==> src/sv/bra_pkg.sv <==
// bra_pkg: shared types, constants and codes for the bitmap run allocator.
// No dependencies; imported by bra_map, bra_scan and bitmap_run_allocator.
package bra_pkg;

    localparam int MAP_BYTES = 64;
    localparam int ADDR_W    = $clog2(MAP_BYTES);
    localparam int CNT_W     = $clog2(MAP_BYTES + 1);
    localparam int BIT_W     = 9;
    localparam int LEN_W     = 10;
    localparam int BIU_W     = 7;
    localparam int LIMIT_W   = CNT_W + 3;
    localparam int APB_AW    = 2;
    localparam int APB_DW    = 32;

    localparam logic [APB_AW-1:0] REG_BYTES_IN_USE = 2'd0;
    localparam logic [BIU_W-1:0]  BIU_RESET        = 7'd64;

    typedef enum logic [1:0] {
        MODE_TEST  = 2'd0,
        MODE_SET   = 2'd1,
        MODE_CLEAR = 2'd2,
        MODE_SCAN  = 2'd3
    } mode_t;

    typedef enum logic [2:0] {
        ST_IDLE,
        ST_LOAD,
        ST_BITOP,
        ST_SCAN,
        ST_DONE
    } state_t;

    typedef struct packed {
        mode_t             mode;
        logic [BIT_W-1:0]  bit_index;
        logic [LEN_W-1:0]  run_length;
    } cmd_t;

    typedef struct packed {
        logic              found;
        logic [BIT_W-1:0]  start_index;
        logic              bit_value;
    } res_t;

    typedef struct packed {
        logic              rd_en;
        logic              wr_en;
        logic [ADDR_W-1:0] addr;
        logic [7:0]        wdata;
    } map_req_t;

    typedef struct packed {
        logic clear;
        logic step;
    } scan_ctrl_t;

endpackage

==> src/sv/bra_map.sv <==
// bra_map: 64 x 8 usage bitmap memory with per-byte valid bits (reset = free).
// Depends on bra_pkg.
module bra_map (
    input  logic              clk,
    input  logic              rst_n,
    input  bra_pkg::map_req_t req,
    output logic [7:0]        rdata
);
    import bra_pkg::*;

    logic [7:0]           mem [MAP_BYTES];
    logic [MAP_BYTES-1:0] valid_reg;
    logic [7:0]           rdata_reg;
    logic                 rvld_reg;

    always_ff @(posedge clk)
    begin
        if (req.wr_en)
        begin
            mem[req.addr] <= req.wdata;
        end
        if (req.rd_en)
        begin
            rdata_reg <= mem[req.addr];
        end
    end

    always_ff @(posedge clk or negedge rst_n)
    begin
        if (!rst_n)
        begin
            valid_reg <= '0;
            rvld_reg  <= 1'b0;
        end
        else
        begin
            if (req.wr_en)
            begin
                valid_reg[req.addr] <= 1'b1;
            end
            if (req.rd_en)
            begin
                rvld_reg <= valid_reg[req.addr];
            end
        end
    end

    // never-written bytes read as free
    assign rdata = rvld_reg ? rdata_reg : 8'h00;

endmodule

==> src/sv/bra_scan.sv <==
// bra_scan: free-run counter fed one map byte (digit) per cycle while ctrl.step is high.
// Depends on bra_pkg.
module bra_scan (
    input  logic                      clk,
    input  logic                      rst_n,
    input  bra_pkg::scan_ctrl_t       ctrl,
    input  logic [7:0]                digit,
    input  logic [bra_pkg::ADDR_W-1:0] byte_pos,
    input  logic [bra_pkg::LEN_W-1:0] want,
    output logic                      hit,
    output logic [bra_pkg::BIT_W-1:0] start_pos
);
    import bra_pkg::*;

    logic [LEN_W-1:0] run_reg;
    logic [LEN_W-1:0] run_next;
    logic [2:0]       hit_off;
    logic [LEN_W-1:0] end_pos;

    // walk the eight bits of the word, stop at the first bit that completes the run
    always_comb
    begin
        logic [LEN_W-1:0] run;
        logic             got;
        logic [2:0]       off;
        run = run_reg;
        got = 1'b0;
        off = 3'd0;
        for (int i = 0; i < 8; i++)
        begin
            if (!got)
            begin
                run = digit[i] ? '0 : run + 1'b1;
                if (run == want)
                begin
                    got = 1'b1;
                    off = 3'(i);
                end
            end
        end
        run_next = run;
        hit      = got;
        hit_off  = off;
    end

    assign end_pos   = LEN_W'({byte_pos, hit_off}) + 1'b1 - want;
    assign start_pos = end_pos[BIT_W-1:0];

    always_ff @(posedge clk or negedge rst_n)
    begin
        if (!rst_n)
        begin
            run_reg <= '0;
        end
        else if (ctrl.clear)
        begin
            run_reg <= '0;
        end
        else if (ctrl.step)
        begin
            run_reg <= run_next;
        end
    end

endmodule

==> src/sv/bitmap_run_allocator.sv <==
// bitmap_run_allocator: top level, command FSM and APB register for the allocator.
// Depends on bra_pkg, bra_map and bra_scan.
//
// Usage:
//   A command word (mode, bit_index, run_length) is taken when start is high
//   and busy is low. Exactly one result word (found, start_index, bit_value)
//   follows, shown on result for the single cycle in which done is high; the
//   receiver cannot stall, so it must take the word in that cycle.
//   Test, set and clear go from accept through a map read (ST_LOAD), a
//   read-modify-write or bit pick (ST_BITOP) and a result state (ST_DONE).
//   A scan reads the map one byte per cycle until the run is found or
//   bytes_in_use bytes (at most 64) have been walked; a scan that cannot
//   succeed (zero length or longer than the range) goes from ST_LOAD to done.
//   One command is in flight at a time; busy stays high until done.
//   The APB register at address 0 holds bytes_in_use (reset 64, values
//   above 64 act as 64); write it only while busy is low.
//   Reset marks every map bit free at once through per-byte valid flags;
//   no clearing pass is needed and the block is ready right after reset.
module bitmap_run_allocator (
    input  logic                       clk,
    input  logic                       rst_n,
    input  logic                       start,
    output logic                       busy,
    input  bra_pkg::cmd_t              cmd,
    output logic                       done,
    output bra_pkg::res_t              result,
    input  logic                       psel,
    input  logic                       penable,
    input  logic                       pwrite,
    input  logic [bra_pkg::APB_AW-1:0] paddr,
    input  logic [bra_pkg::APB_DW-1:0] pwdata,
    output logic [bra_pkg::APB_DW-1:0] prdata,
    output logic                       pready
);
    import bra_pkg::*;

    state_t            state_reg, state_next;
    cmd_t              cmd_reg;
    res_t              res_reg, res_next;
    logic [BIU_W-1:0]  biu_reg;
    logic              in_range_reg;
    logic              scan_ok_reg;
    logic [CNT_W-1:0]  nbytes_reg;
    logic [CNT_W-1:0]  rd_ptr_reg, rd_ptr_next;
    logic              rvalid_reg, rvalid_next;
    logic [ADDR_W-1:0] proc_ptr_reg, proc_ptr_next;

    logic              accept;
    logic [CNT_W-1:0]  nbytes;
    logic [LIMIT_W-1:0] limit;
    logic              last_byte;

    map_req_t          map_req;
    logic [7:0]        map_rdata;
    scan_ctrl_t        scan_ctrl;
    logic              scan_hit;
    logic [BIT_W-1:0]  scan_start;
    logic [7:0]        bit_mask;

    // ---------------- APB ----------------
    assign pready = 1'b1;
    assign prdata = (paddr == REG_BYTES_IN_USE) ? APB_DW'(biu_reg) : '0;

    always_ff @(posedge clk or negedge rst_n)
    begin
        if (!rst_n)
        begin
            biu_reg <= BIU_RESET;
        end
        else if (psel && penable && pwrite && pready && (paddr == REG_BYTES_IN_USE))
        begin
            biu_reg <= pwdata[BIU_W-1:0];
        end
    end

    // ---------------- limits ----------------
    assign nbytes = (biu_reg > BIU_W'(MAP_BYTES)) ? CNT_W'(MAP_BYTES) : CNT_W'(biu_reg);
    assign limit  = {nbytes, 3'b000};
    assign accept = start && !busy;

    // ---------------- submodules ----------------
    bra_map u_map (
        .clk   (clk),
        .rst_n (rst_n),
        .req   (map_req),
        .rdata (map_rdata)
    );

    bra_scan u_scan (
        .clk       (clk),
        .rst_n     (rst_n),
        .ctrl      (scan_ctrl),
        .digit     (map_rdata),
        .byte_pos  (proc_ptr_reg),
        .want      (cmd_reg.run_length),
        .hit       (scan_hit),
        .start_pos (scan_start)
    );

    assign last_byte = (CNT_W'(proc_ptr_reg) + 1'b1) == nbytes_reg;
    assign bit_mask  = 8'(1) << cmd_reg.bit_index[2:0];

    // ---------------- next state ----------------
    always_comb
    begin
        state_next = state_reg;
        unique case (state_reg)
            ST_IDLE:
            begin
                if (accept)
                begin
                    state_next = ST_LOAD;
                end
            end
            ST_LOAD:
            begin
                if (cmd_reg.mode != MODE_SCAN)
                begin
                    state_next = ST_BITOP;
                end
                else if (scan_ok_reg)
                begin
                    state_next = ST_SCAN;
                end
                else
                begin
                    state_next = ST_DONE;
                end
            end
            ST_BITOP:
            begin
                state_next = ST_DONE;
            end
            ST_SCAN:
            begin
                if (rvalid_reg && (scan_hit || last_byte))
                begin
                    state_next = ST_DONE;
                end
            end
            ST_DONE:
            begin
                state_next = ST_IDLE;
            end
            default:
            begin
                state_next = ST_IDLE;
            end
        endcase
    end

    // ---------------- outputs and datapath control ----------------
    always_comb
    begin
        busy          = (state_reg != ST_IDLE);
        done          = (state_reg == ST_DONE);
        map_req       = '0;
        scan_ctrl     = '0;
        res_next      = res_reg;
        rd_ptr_next   = rd_ptr_reg;
        rvalid_next   = 1'b0;
        proc_ptr_next = proc_ptr_reg;
        unique case (state_reg)
            ST_IDLE:
            begin
                scan_ctrl.clear = 1'b1;
                res_next        = '0;
            end
            ST_LOAD:
            begin
                map_req.rd_en = 1'b1;
                if (cmd_reg.mode == MODE_SCAN)
                begin
                    map_req.addr  = '0;
                    rd_ptr_next   = CNT_W'(1);
                    rvalid_next   = scan_ok_reg;
                    proc_ptr_next = '0;
                end
                else
                begin
                    map_req.addr = cmd_reg.bit_index[BIT_W-1:3];
                end
            end
            ST_BITOP:
            begin
                map_req.addr = cmd_reg.bit_index[BIT_W-1:3];
                if (cmd_reg.mode == MODE_TEST)
                begin
                    res_next.bit_value = in_range_reg & map_rdata[cmd_reg.bit_index[2:0]];
                end
                else
                begin
                    map_req.wr_en = in_range_reg;
                    map_req.wdata = (cmd_reg.mode == MODE_SET) ? (map_rdata | bit_mask)
                                                               : (map_rdata & ~bit_mask);
                end
            end
            ST_SCAN:
            begin
                // read one word ahead of the one being counted
                if (rd_ptr_reg < nbytes_reg)
                begin
                    map_req.rd_en = 1'b1;
                    map_req.addr  = rd_ptr_reg[ADDR_W-1:0];
                    rd_ptr_next   = rd_ptr_reg + 1'b1;
                    rvalid_next   = 1'b1;
                end
                if (rvalid_reg)
                begin
                    scan_ctrl.step = 1'b1;
                    proc_ptr_next  = proc_ptr_reg + 1'b1;
                    if (scan_hit)
                    begin
                        res_next.found       = 1'b1;
                        res_next.start_index = scan_start;
                    end
                end
            end
            ST_DONE:
            begin
            end
            default:
            begin
            end
        endcase
    end

    assign result = res_reg;

    // ---------------- registers ----------------
    always_ff @(posedge clk or negedge rst_n)
    begin
        if (!rst_n)
        begin
            state_reg  <= ST_IDLE;
            rvalid_reg <= 1'b0;
        end
        else
        begin
            state_reg  <= state_next;
            rvalid_reg <= rvalid_next;
        end
    end

    always_ff @(posedge clk)
    begin
        res_reg      <= res_next;
        rd_ptr_reg   <= rd_ptr_next;
        proc_ptr_reg <= proc_ptr_next;
        if (accept)
        begin
            cmd_reg      <= cmd;
            nbytes_reg   <= nbytes;
            in_range_reg <= LIMIT_W'(cmd.bit_index) < limit;
            scan_ok_reg  <= (cmd.run_length != '0) && (LIMIT_W'(cmd.run_length) <= limit);
        end
    end

endmodule
==> config.mk <==
export PLATFORM = sky130hd
export DESIGN_NAME = bitmap_run_allocator
export DESIGN_NICKNAME = d
export VERILOG_FILES = /design/src/sv/bra_pkg.sv /design/src/sv/bra_map.sv /design/src/sv/bra_scan.sv /design/src/sv/bitmap_run_allocator.sv
export SDC_FILE = /design/constraint.sdc
export NUM_CORES = 1
export LEC_CHECK = 0
export BUFFER_PORTS_ARGS = -buffer_cell sky130_fd_sc_hd__buf_4
export CAP_MARGIN = 20
export CORE_MARGIN = 5
export CORE_UTILIZATION = 30
export CTS_CLUSTER_SIZE = 10
export DETAILED_ROUTE_END_ITERATION = 16
export GPL_ROUTABILITY_DRIVEN = 0
export PLACE_DENSITY = 0.54
export REMOVE_ABC_BUFFERS = 1
export SYNTH_ARGS = -nofsm -noshare
export SYNTH_HDL_FRONTEND = slang
export SYNTH_HIERARCHICAL = 1
export SYNTH_SLANG_ARGS = --single-unit
==> constraint.sdc <==
create_clock -name clk -period 16.7 [get_ports clk]
set_input_delay 3.34 -clock clk [delete_from_list [all_inputs] [get_ports clk]]
set_output_delay 3.34 -clock clk [all_outputs]
set_load 0.1 [all_outputs]
## Word-level counts from Yosys, hierarchy flattened

Memories as Yosys holds them, arrays and structs flattened. A register that Yosys moved wholly into a read port is not among the register bits.
Cells that the tools add are included.

| word-level totals | value |
|---|---|
| logic and storage cells | 178 |
| bits in latches | 0 |
| memories | 1 |
| bits in read-only memories | 0 |
| flip-flop bits (word level) | 140 |
| input port bits | 61 |
| bits in writable memories | 512 |
| output and inout port bits | 46 |

| cells by class | value |
|---|---|
| reduce and logical (&&, ||, !) cells | 23 |
| shift-type cells | 1 |
| div/mod/pow operators | 0 |
| magnitude comparators | 7 |
| multiplexer cells | 88 |
| $add $sub $neg | 13 |
| bitwise gates (word level) | 5 |
| multipliers | 0 |
| equality and inequality tests | 23 |

Memories:

| memory | depth | bits a word | read ports | clocked after Yosys merged registers in | wr ports | line | source |
|---|---|---|---|---|---|---|---|
| u_map.mem | 64 | 8 | 1 | 1 | 1 | bra_map.sv:11 | `logic [7:0] mem [MAP_BYTES];` |

Operator list:

| cell | count |
|---|---|
| 10-bit 2-to-1 mux | 19 |
| 10-bit by 1-bit adder with 10-bit output (second input constant) | 8 |
| 10-bit == test | 8 |
| 64-bit OR | 1 |
| 3-bit 2-to-1 mux | 17 |
| 8-bit 2-to-1 mux | 4 |
| 1-bit 2-to-1 mux | 29 |
| 7-bit 2-to-1 mux | 4 |
| 6-bit 2-to-1 mux | 4 |
| 10-bit case mux with 2 select lines | 1 |
| 6-bit case mux with 3 select lines | 1 |
| 2-bit inequality test (second input constant) | 8 |
| 7-bit case mux with 2 select lines | 1 |
| 3-bit case mux with 4 select lines | 1 |
| 6-bit case mux with 2 select lines | 1 |
| 10-bit <= comparator | 1 |
| 9-bit by 10-bit less-than comparator with 1-bit output | 1 |
| 10-bit nonzero test | 1 |
| 9-bit by 1-bit adder with 9-bit output (second input constant) | 1 |
| 3-bit AND reduction | 3 |
| 9-bit subtractor | 1 |
| 8-bit bitwise AND | 1 |
| 8-bit inverter | 1 |
| 8-bit OR | 1 |
| other kinds (28) | 42 |

## Depth between registers and ports, before layout

| logic depth | value |
|---|---|
| word-level depth | 30 |
| mapped depth | 69 |
| mapped depth without buffers | 59 |

## Hierarchy

The synthesis kept the hierarchy.

Modules (own cells, without submodules):

| module | instances | seq. area each (sq um) | cells an instance | area each (sq um) |
|---|---|---|---|---|
| bra_map | 1 | 17241.5 | 1306 | 22923.2 |
| bra_scan | 1 | 250.2 | 1168 | 8079.0 |
| bitmap_run_allocator | 1 | 1898.1 | 346 | 3804.9 |

## Worst setup path after synthesis

No wires, ideal clock.

| timing | value |
|---|---|
| kind | register to register |
| start point | register u_map.rvld_reg |
| end point | register res_reg (netlist bit result[8]) (data pin) |
| arrival time | 13360 ps |
| setup time | 255 ps |
| clock period less this slack | 13614 ps |
| path buffers | 10 |
| data required time | 16445 ps |
| slack | 3086 ps |
| stages on the path, launching flop included | 69 |
| path through | dfrtp_1 -> and2_1 -> buf_2 -> buf_2 -> nor2_2 -> nand4_1 -> o311ai_0 -> nand4_1 -> a2111oi_4 -> buf_4 -> buf_2 -> nand2_1 -> o21ai_0 -> ha_1 -> clkbuf_1 -> nand2_1 -> nor3b_2 -> nor4b_1 -> [33 not listed] -> or2_4 -> or4_4 -> nand3_1 -> nand3_2 -> nor4_4 -> a31oi_1 -> ha_1 -> inv_1 -> ha_1 -> inv_1 -> fa_1 -> inv_1 -> a21o_1 -> a21oi_1 -> o21bai_1 -> a21oi_1 -> xnor2_1 -> and2_1 |

| on the way | value |
|---|---|
| longest elaborated chain between the ends | 30 |
| elaborated cells between the ends (all ways) | 62 |
| those cells by class | add/sub (9); eq/ne (8); mux (45) |

Ends and longest elaborated chain:

| element | line | source |
|---|---|---|
| start, declared | bra_map.sv:14 | `logic rvld_reg;` |
| start signal, assigned | bra_map.sv:43 | `rvld_reg <= valid_reg[req.addr];` |
| 8-bit 2-to-1 mux (*) | bra_map.sv:49 | `assign rdata = rvld_reg ? rdata_reg : 8'h00;` |
| net map_rdata[0] | bitmap_run_allocator.sv:54 | `logic [7:0] map_rdata;` |
| 10-bit 2-to-1 mux (*) | bra_scan.sv:33 | `run = digit[i] ? '0 : run + 1'b1;` |
| 10-bit by 1-bit adder with 10-bit output / 10-bit == test (equally long branches) | bra_scan.sv:33, bra_scan.sv:34 |  |
| 10-bit 2-to-1 mux / 1-bit 2-to-1 mux (equally long branches) | bra_scan.sv:33, bra_scan.sv:34 |  |
| 10-bit 2-to-1 mux / 10-bit == test (equally long branches) | bra_scan.sv:31, bra_scan.sv:34 |  |
| 10-bit by 1-bit adder with 10-bit output / 1-bit 2-to-1 mux (equally long branches) | bra_scan.sv:33, bra_scan.sv:34 |  |
| 10-bit 2-to-1 mux / 1-bit 2-to-1 mux (equally long branches) | bra_scan.sv:33, bra_scan.sv:31 |  |
| [16 not listed] | n/a |  |
| 3-bit 2-to-1 mux | bra_scan.sv:34 | `if (run == want)` |
| 3-bit 2-to-1 mux (*) | bra_scan.sv:31 | `if (!got)` |
| 9-bit by 1-bit adder with 9-bit output (*) | bra_scan.sv:46 | `assign end_pos = LEN_W'({byte_pos, hit_off}) + 1'b1 - want;` |
| 9-bit subtractor (*) | bra_scan.sv:46 |  |
| net scan_start[7] | bitmap_run_allocator.sv:57 | `logic [BIT_W-1:0] scan_start;` |
| 10-bit 2-to-1 mux (*) | bitmap_run_allocator.sv:212 | `if (scan_hit)` |
| 10-bit 2-to-1 mux (*) | bitmap_run_allocator.sv:208 | `if (rvalid_reg)` |
| 10-bit case mux with 2 select lines (*) | bitmap_run_allocator.sv:163 | `unique case (state_reg)` |
| end signal, assigned | bitmap_run_allocator.sv:247 | `res_reg <= res_next;` |
| end, declared | bitmap_run_allocator.sv:39 | `res_t res_reg, res_next;` |

Mark *: on every way through the listed nets, which the timed path passes. The rest lies on a longest branch. The select of a mux whose other input is x is not followed.
A chain may end at the register's enable or synchronous reset.

## Worst setup path after layout

| timing | value |
|---|---|
| start point | register u_scan.run_reg[3] |
| end point | register res_reg (netlist bit result[8]) (data pin) |

| on the way | value |
|---|---|
| longest elaborated chain between the ends | 30 |
| elaborated cells between the ends (all ways) | 62 |
| those cells by class | add/sub (10); eq/ne (8); mux (44) |

Ends and longest elaborated chain:

| element | line | source |
|---|---|---|
| start, declared | bra_scan.sv:15 | `logic [LEN_W-1:0] run_reg;` |
| start signal, assigned | bra_scan.sv:61 | `run_reg <= run_next;` |
| 10-bit by 1-bit adder with 10-bit output (*) | bra_scan.sv:33 |  |
| 10-bit 2-to-1 mux (*) | bra_scan.sv:33 |  |
| 10-bit by 1-bit adder with 10-bit output / 10-bit == test (equally long branches) | bra_scan.sv:33, bra_scan.sv:34 |  |
| 10-bit 2-to-1 mux / 1-bit 2-to-1 mux (equally long branches) | bra_scan.sv:33, bra_scan.sv:34 |  |
| 10-bit 2-to-1 mux / 10-bit == test (equally long branches) | bra_scan.sv:31, bra_scan.sv:34 |  |
| 10-bit by 1-bit adder with 10-bit output / 1-bit 2-to-1 mux (equally long branches) | bra_scan.sv:33, bra_scan.sv:34 |  |
| 10-bit 2-to-1 mux / 1-bit 2-to-1 mux (equally long branches) | bra_scan.sv:33, bra_scan.sv:31 |  |
| 10-bit 2-to-1 mux / 10-bit == test (equally long branches) | bra_scan.sv:31, bra_scan.sv:34 |  |
| [15 not listed] | n/a |  |
| 3-bit 2-to-1 mux | bra_scan.sv:34 |  |
| 3-bit 2-to-1 mux (*) | bra_scan.sv:31 |  |
| 9-bit by 1-bit adder with 9-bit output (*) | bra_scan.sv:46 |  |
| 9-bit subtractor (*) | bra_scan.sv:46 |  |
| net scan_start[7] | bitmap_run_allocator.sv:57 |  |
| 10-bit 2-to-1 mux (*) | bitmap_run_allocator.sv:212 |  |
| 10-bit 2-to-1 mux (*) | bitmap_run_allocator.sv:208 |  |
| 10-bit case mux with 2 select lines (*) | bitmap_run_allocator.sv:163 |  |

Marks and branches as above.

==> results.toml <==
[logic_synthesis]
netlist_area_sq_um = 34810
async_reset_ff_share_pct = 13.03
yosysWarnings = 6
syn_inst = 2820
yosysUniqueCellTypes = 127
synth_flop_cell = "edfxtp_1"
synth_seq_area_share_pct = 55.71
yosys_register_bits = 660
syn_avg_cell_area_sq_um = 12.34
synth_edf_count = 574

[timing]
setup_viol_count_final = 0
rsz0062_at_grt = "false"
period_needed_ps = 15490
slew_viol_final = 0
finalSetupTns_ps = 0
worstMarginPinSlew_ps = 1153
fin_skew_ps = 39.84
post-route-period-util_pct = 92.74
max-slew-margin-rel_pct = 22.84
fin_ws_ps = 1213
fmax_ghz = 0.06457
finalHoldViolCount = 0

[critical_path]
required_ps = 17050
crit_arrival_ps = 15830
r2r_slack_ps = 1210
crit_type = "reg2reg"
cp-start-kind = "flop"
rr_worst_depth = 56
worstPathMaxFanout = 26
cp_top_family = "simple AND/OR/NAND/NOR gates"
cp_num_buf_inv = 6
critPathCaptureType = "flop"
r2r_end = "result[8]"
r2r_start = "u_scan/run_reg[3]"
slowest_stage = "dfrtp_1"
crit_path_max_incr_delay_ps = 750

[grt]
grt_pass1_wl_mm = 161.1
grt_pass1_vias = 23766
grtUsageTotal_pct = 17.22
antenna_found_initial = 1
overflow = 0
grt_max_degree = 91

[min_path]
hold_end = "u_map/valid_reg[36]"
holdCritPathClass = "reg2reg"
hold-path-cell-count = 1
hold_start = "u_map/valid_reg[36]"

[cells_and_area]
ff_latch_area_sq_um = 19390
nNetsFinal = 2950
fillers = 11498
multiInputGateArea_sq_um = 14290
drive_gt1_share_pct = 16.35
layout_commonest_cell = "edfxtp_1"
area_growth_syn_to_layout_pct = 12.36
final_cell_mix = "edfxtp_1 (574), nor2_1 (240), nand2_1 (151), buf_4 (112), mux2i_1 (111)"
largest_reg_flops = 512
diodes = 0

[floorplan]
chipWidth_um = 350.6
fp.coreArea_sq_um = 115700
die_h_um = 350.6
dieArea_sq_um = 122900
start_util_pct = 30.07
row_count = 125
io_pins = 107

[detailed_routing]
vias_per_cell = 5.575
via_count = 24658
drt_iter0_markers = 2565
drc = 0
drtPass1Iterations = 5
wire_per_inst_um = 24.55
wl_mm = 108.6
ant_nets = 0

[placed_design]
preCtsSetupSlack_ps = 1570
dp_hpwl_mm = 70.22
io_buffers = 55

[outcome]
status = "completed"

[pwr]
max-vdd-ir-drop_mv = 0.1040
p_per_area_nw_per_um2 = 167.2
p_leak_nw = 13.47

[cts]
post_cts_resize_count = 0
cts_tree = "done"
cts_sinks = 660
hold_buffers = 0
clk_latency_ps = 630
clkTransAtPathRegs_ps = 50
clock_path_buffers = 3
cts_buffers = 78
cts_root_buf = "clkbuf_16"
cts_setup_buffers = 0
htreeDepth = 3

[flow_run]
cap_viol_max_count = 0
how the worst max path moves through the flow:
stage,from,end,slack [ps],depth (start not counted)
final,u_scan/run_reg[3],result[8],1210,56
after global routing,u_scan/run_reg[0],result[9],250,57
after CTS,u_scan/run_reg[0],result[8],1510,57
after detailed placement,u_scan/run_reg[0],result[8],1570,57
after global placement,u_scan/run_reg[0],result[8],1750,57
after floorplan,rd_ptr_reg[4],u_map/rdata_reg[6],2800,11
power breakdown:
group | leakage [nW] | total, W | switching [W] | internal (W)
Sequential | 6.54 | 0.00205 | 0.0000884 | 0.00196
Clock | 1.13 | 0.00160 | 0.000668 | 0.000937
Combinational | 5.80 | 0.00288 | 0.00192 | 0.000968
cells in the mapped netlist, types with 11 or more instances:
library cell    n  share of area, %
mux2i_1       111               3.2
a31oi_1        19              0.34
a21o_1         23              0.50
inv_1          50              0.54
o2bb2ai_1      11              0.28
xor2_1         16              0.40
and2_1         48              0.86
nand3_1        64              0.92
a41oi_1        11              0.28
o21ai_1        17              0.24
nor2b_1        18              0.32
clkbuf_1       72              0.78
nand2b_1       15              0.27
o211ai_1       23              0.50
nand4_1        29              0.52
o21a_1         14              0.30
a221oi_1       44               1.1
nor3_1         66              0.95
o22ai_1        36              0.65
edfxtp_1      574                50
or3_1          25              0.45
nand2_1       151               1.6
nor4_1         23              0.41
dfrtp_1        85               6.1
xnor2_1        69               1.7
a21oi_1       111               1.6
nor2_1        247               2.7
a22oi_1        34              0.73
ha_1           43               1.5
buf_2          52              0.75
buf_4          44              0.95
or2_2          72               1.3
or4_1          16              0.35
o31ai_1        15              0.32
mux2_2         41               1.3
mux4_2         63               4.1
buf_6          12              0.39
a211oi_1       32              0.69
and3_1         28              0.50
o21ai_0        94               1.4
worst register-to-register path: cells and delay by family (launching register included):
family	cells	cell delay [ps]
DFF	1	750
adders and majority gates	6	1870
and+or+nand+nor	22	7400
xor gates and xnor gates	2	290
buffers and inverters	6	670
muxes	3	770
AOI/OAI and AO/OA	17	3520
kinds of logic after synthesis:
logic type                 count (synthesis)  synth area share (%)
muxes                                    220                 8.825
other                                      2               0.02158
xor gates and xnor gates                  94                 2.718
and+or+nand+nor                          878                 13.32
buffers and inverters                    255                 3.821
AOI/OAI and AO/OA                        667                 13.98
DFF                                      660                 55.71
adders and majority gates                 44                 1.603
per-layer routing:
metal	part of all wire [%]	GRT usage, %	vias up
met5	0	0	-
met4	3.0	5.369	0
met3	6.6	2.591	170
met2	47	28.27	966
met1	43	23.59	12497
li1	-	-	11025
final cells by class:
| type | instances | share of cell area, % |
|---|---|---|
| Sequential cell | 660 | 49.58 |
| Clock inverter | 11 | 0.6047 |
| Multi-Input combinational cell | 1929 | 36.55 |
| Tap cell | 1524 | 4.876 |
| Clock buffer | 123 | 5.503 |
| Inverter | 61 | 0.5855 |
| Timing Repair Buffer | 115 | 2.303 |
through the flow:
| step | hold slack (ps) | utilization, % | instances | area (sq um) | total power [W] |
|---|---|---|---|---|---|
| floorplan | 430.8 | - | 2650 | 33800 | 0.004130 |
| global placement | 445.7 | 31.72 | 4288 | 36710 | 0.004924 |
| detailed placement | 446.4 | 31.72 | 4288 | 36710 | 0.004930 |
| CTS | 461.0 | 33.78 | 4422 | 39100 | 0.006546 |
| global route | 468.9 | 33.79 | 4423 | 39110 | 0.006860 |
| finish | 459.0 | 33.79 | 4423 | 39110 | 0.006540 |
Note: power is estimated with default switching activity, not from simulation.
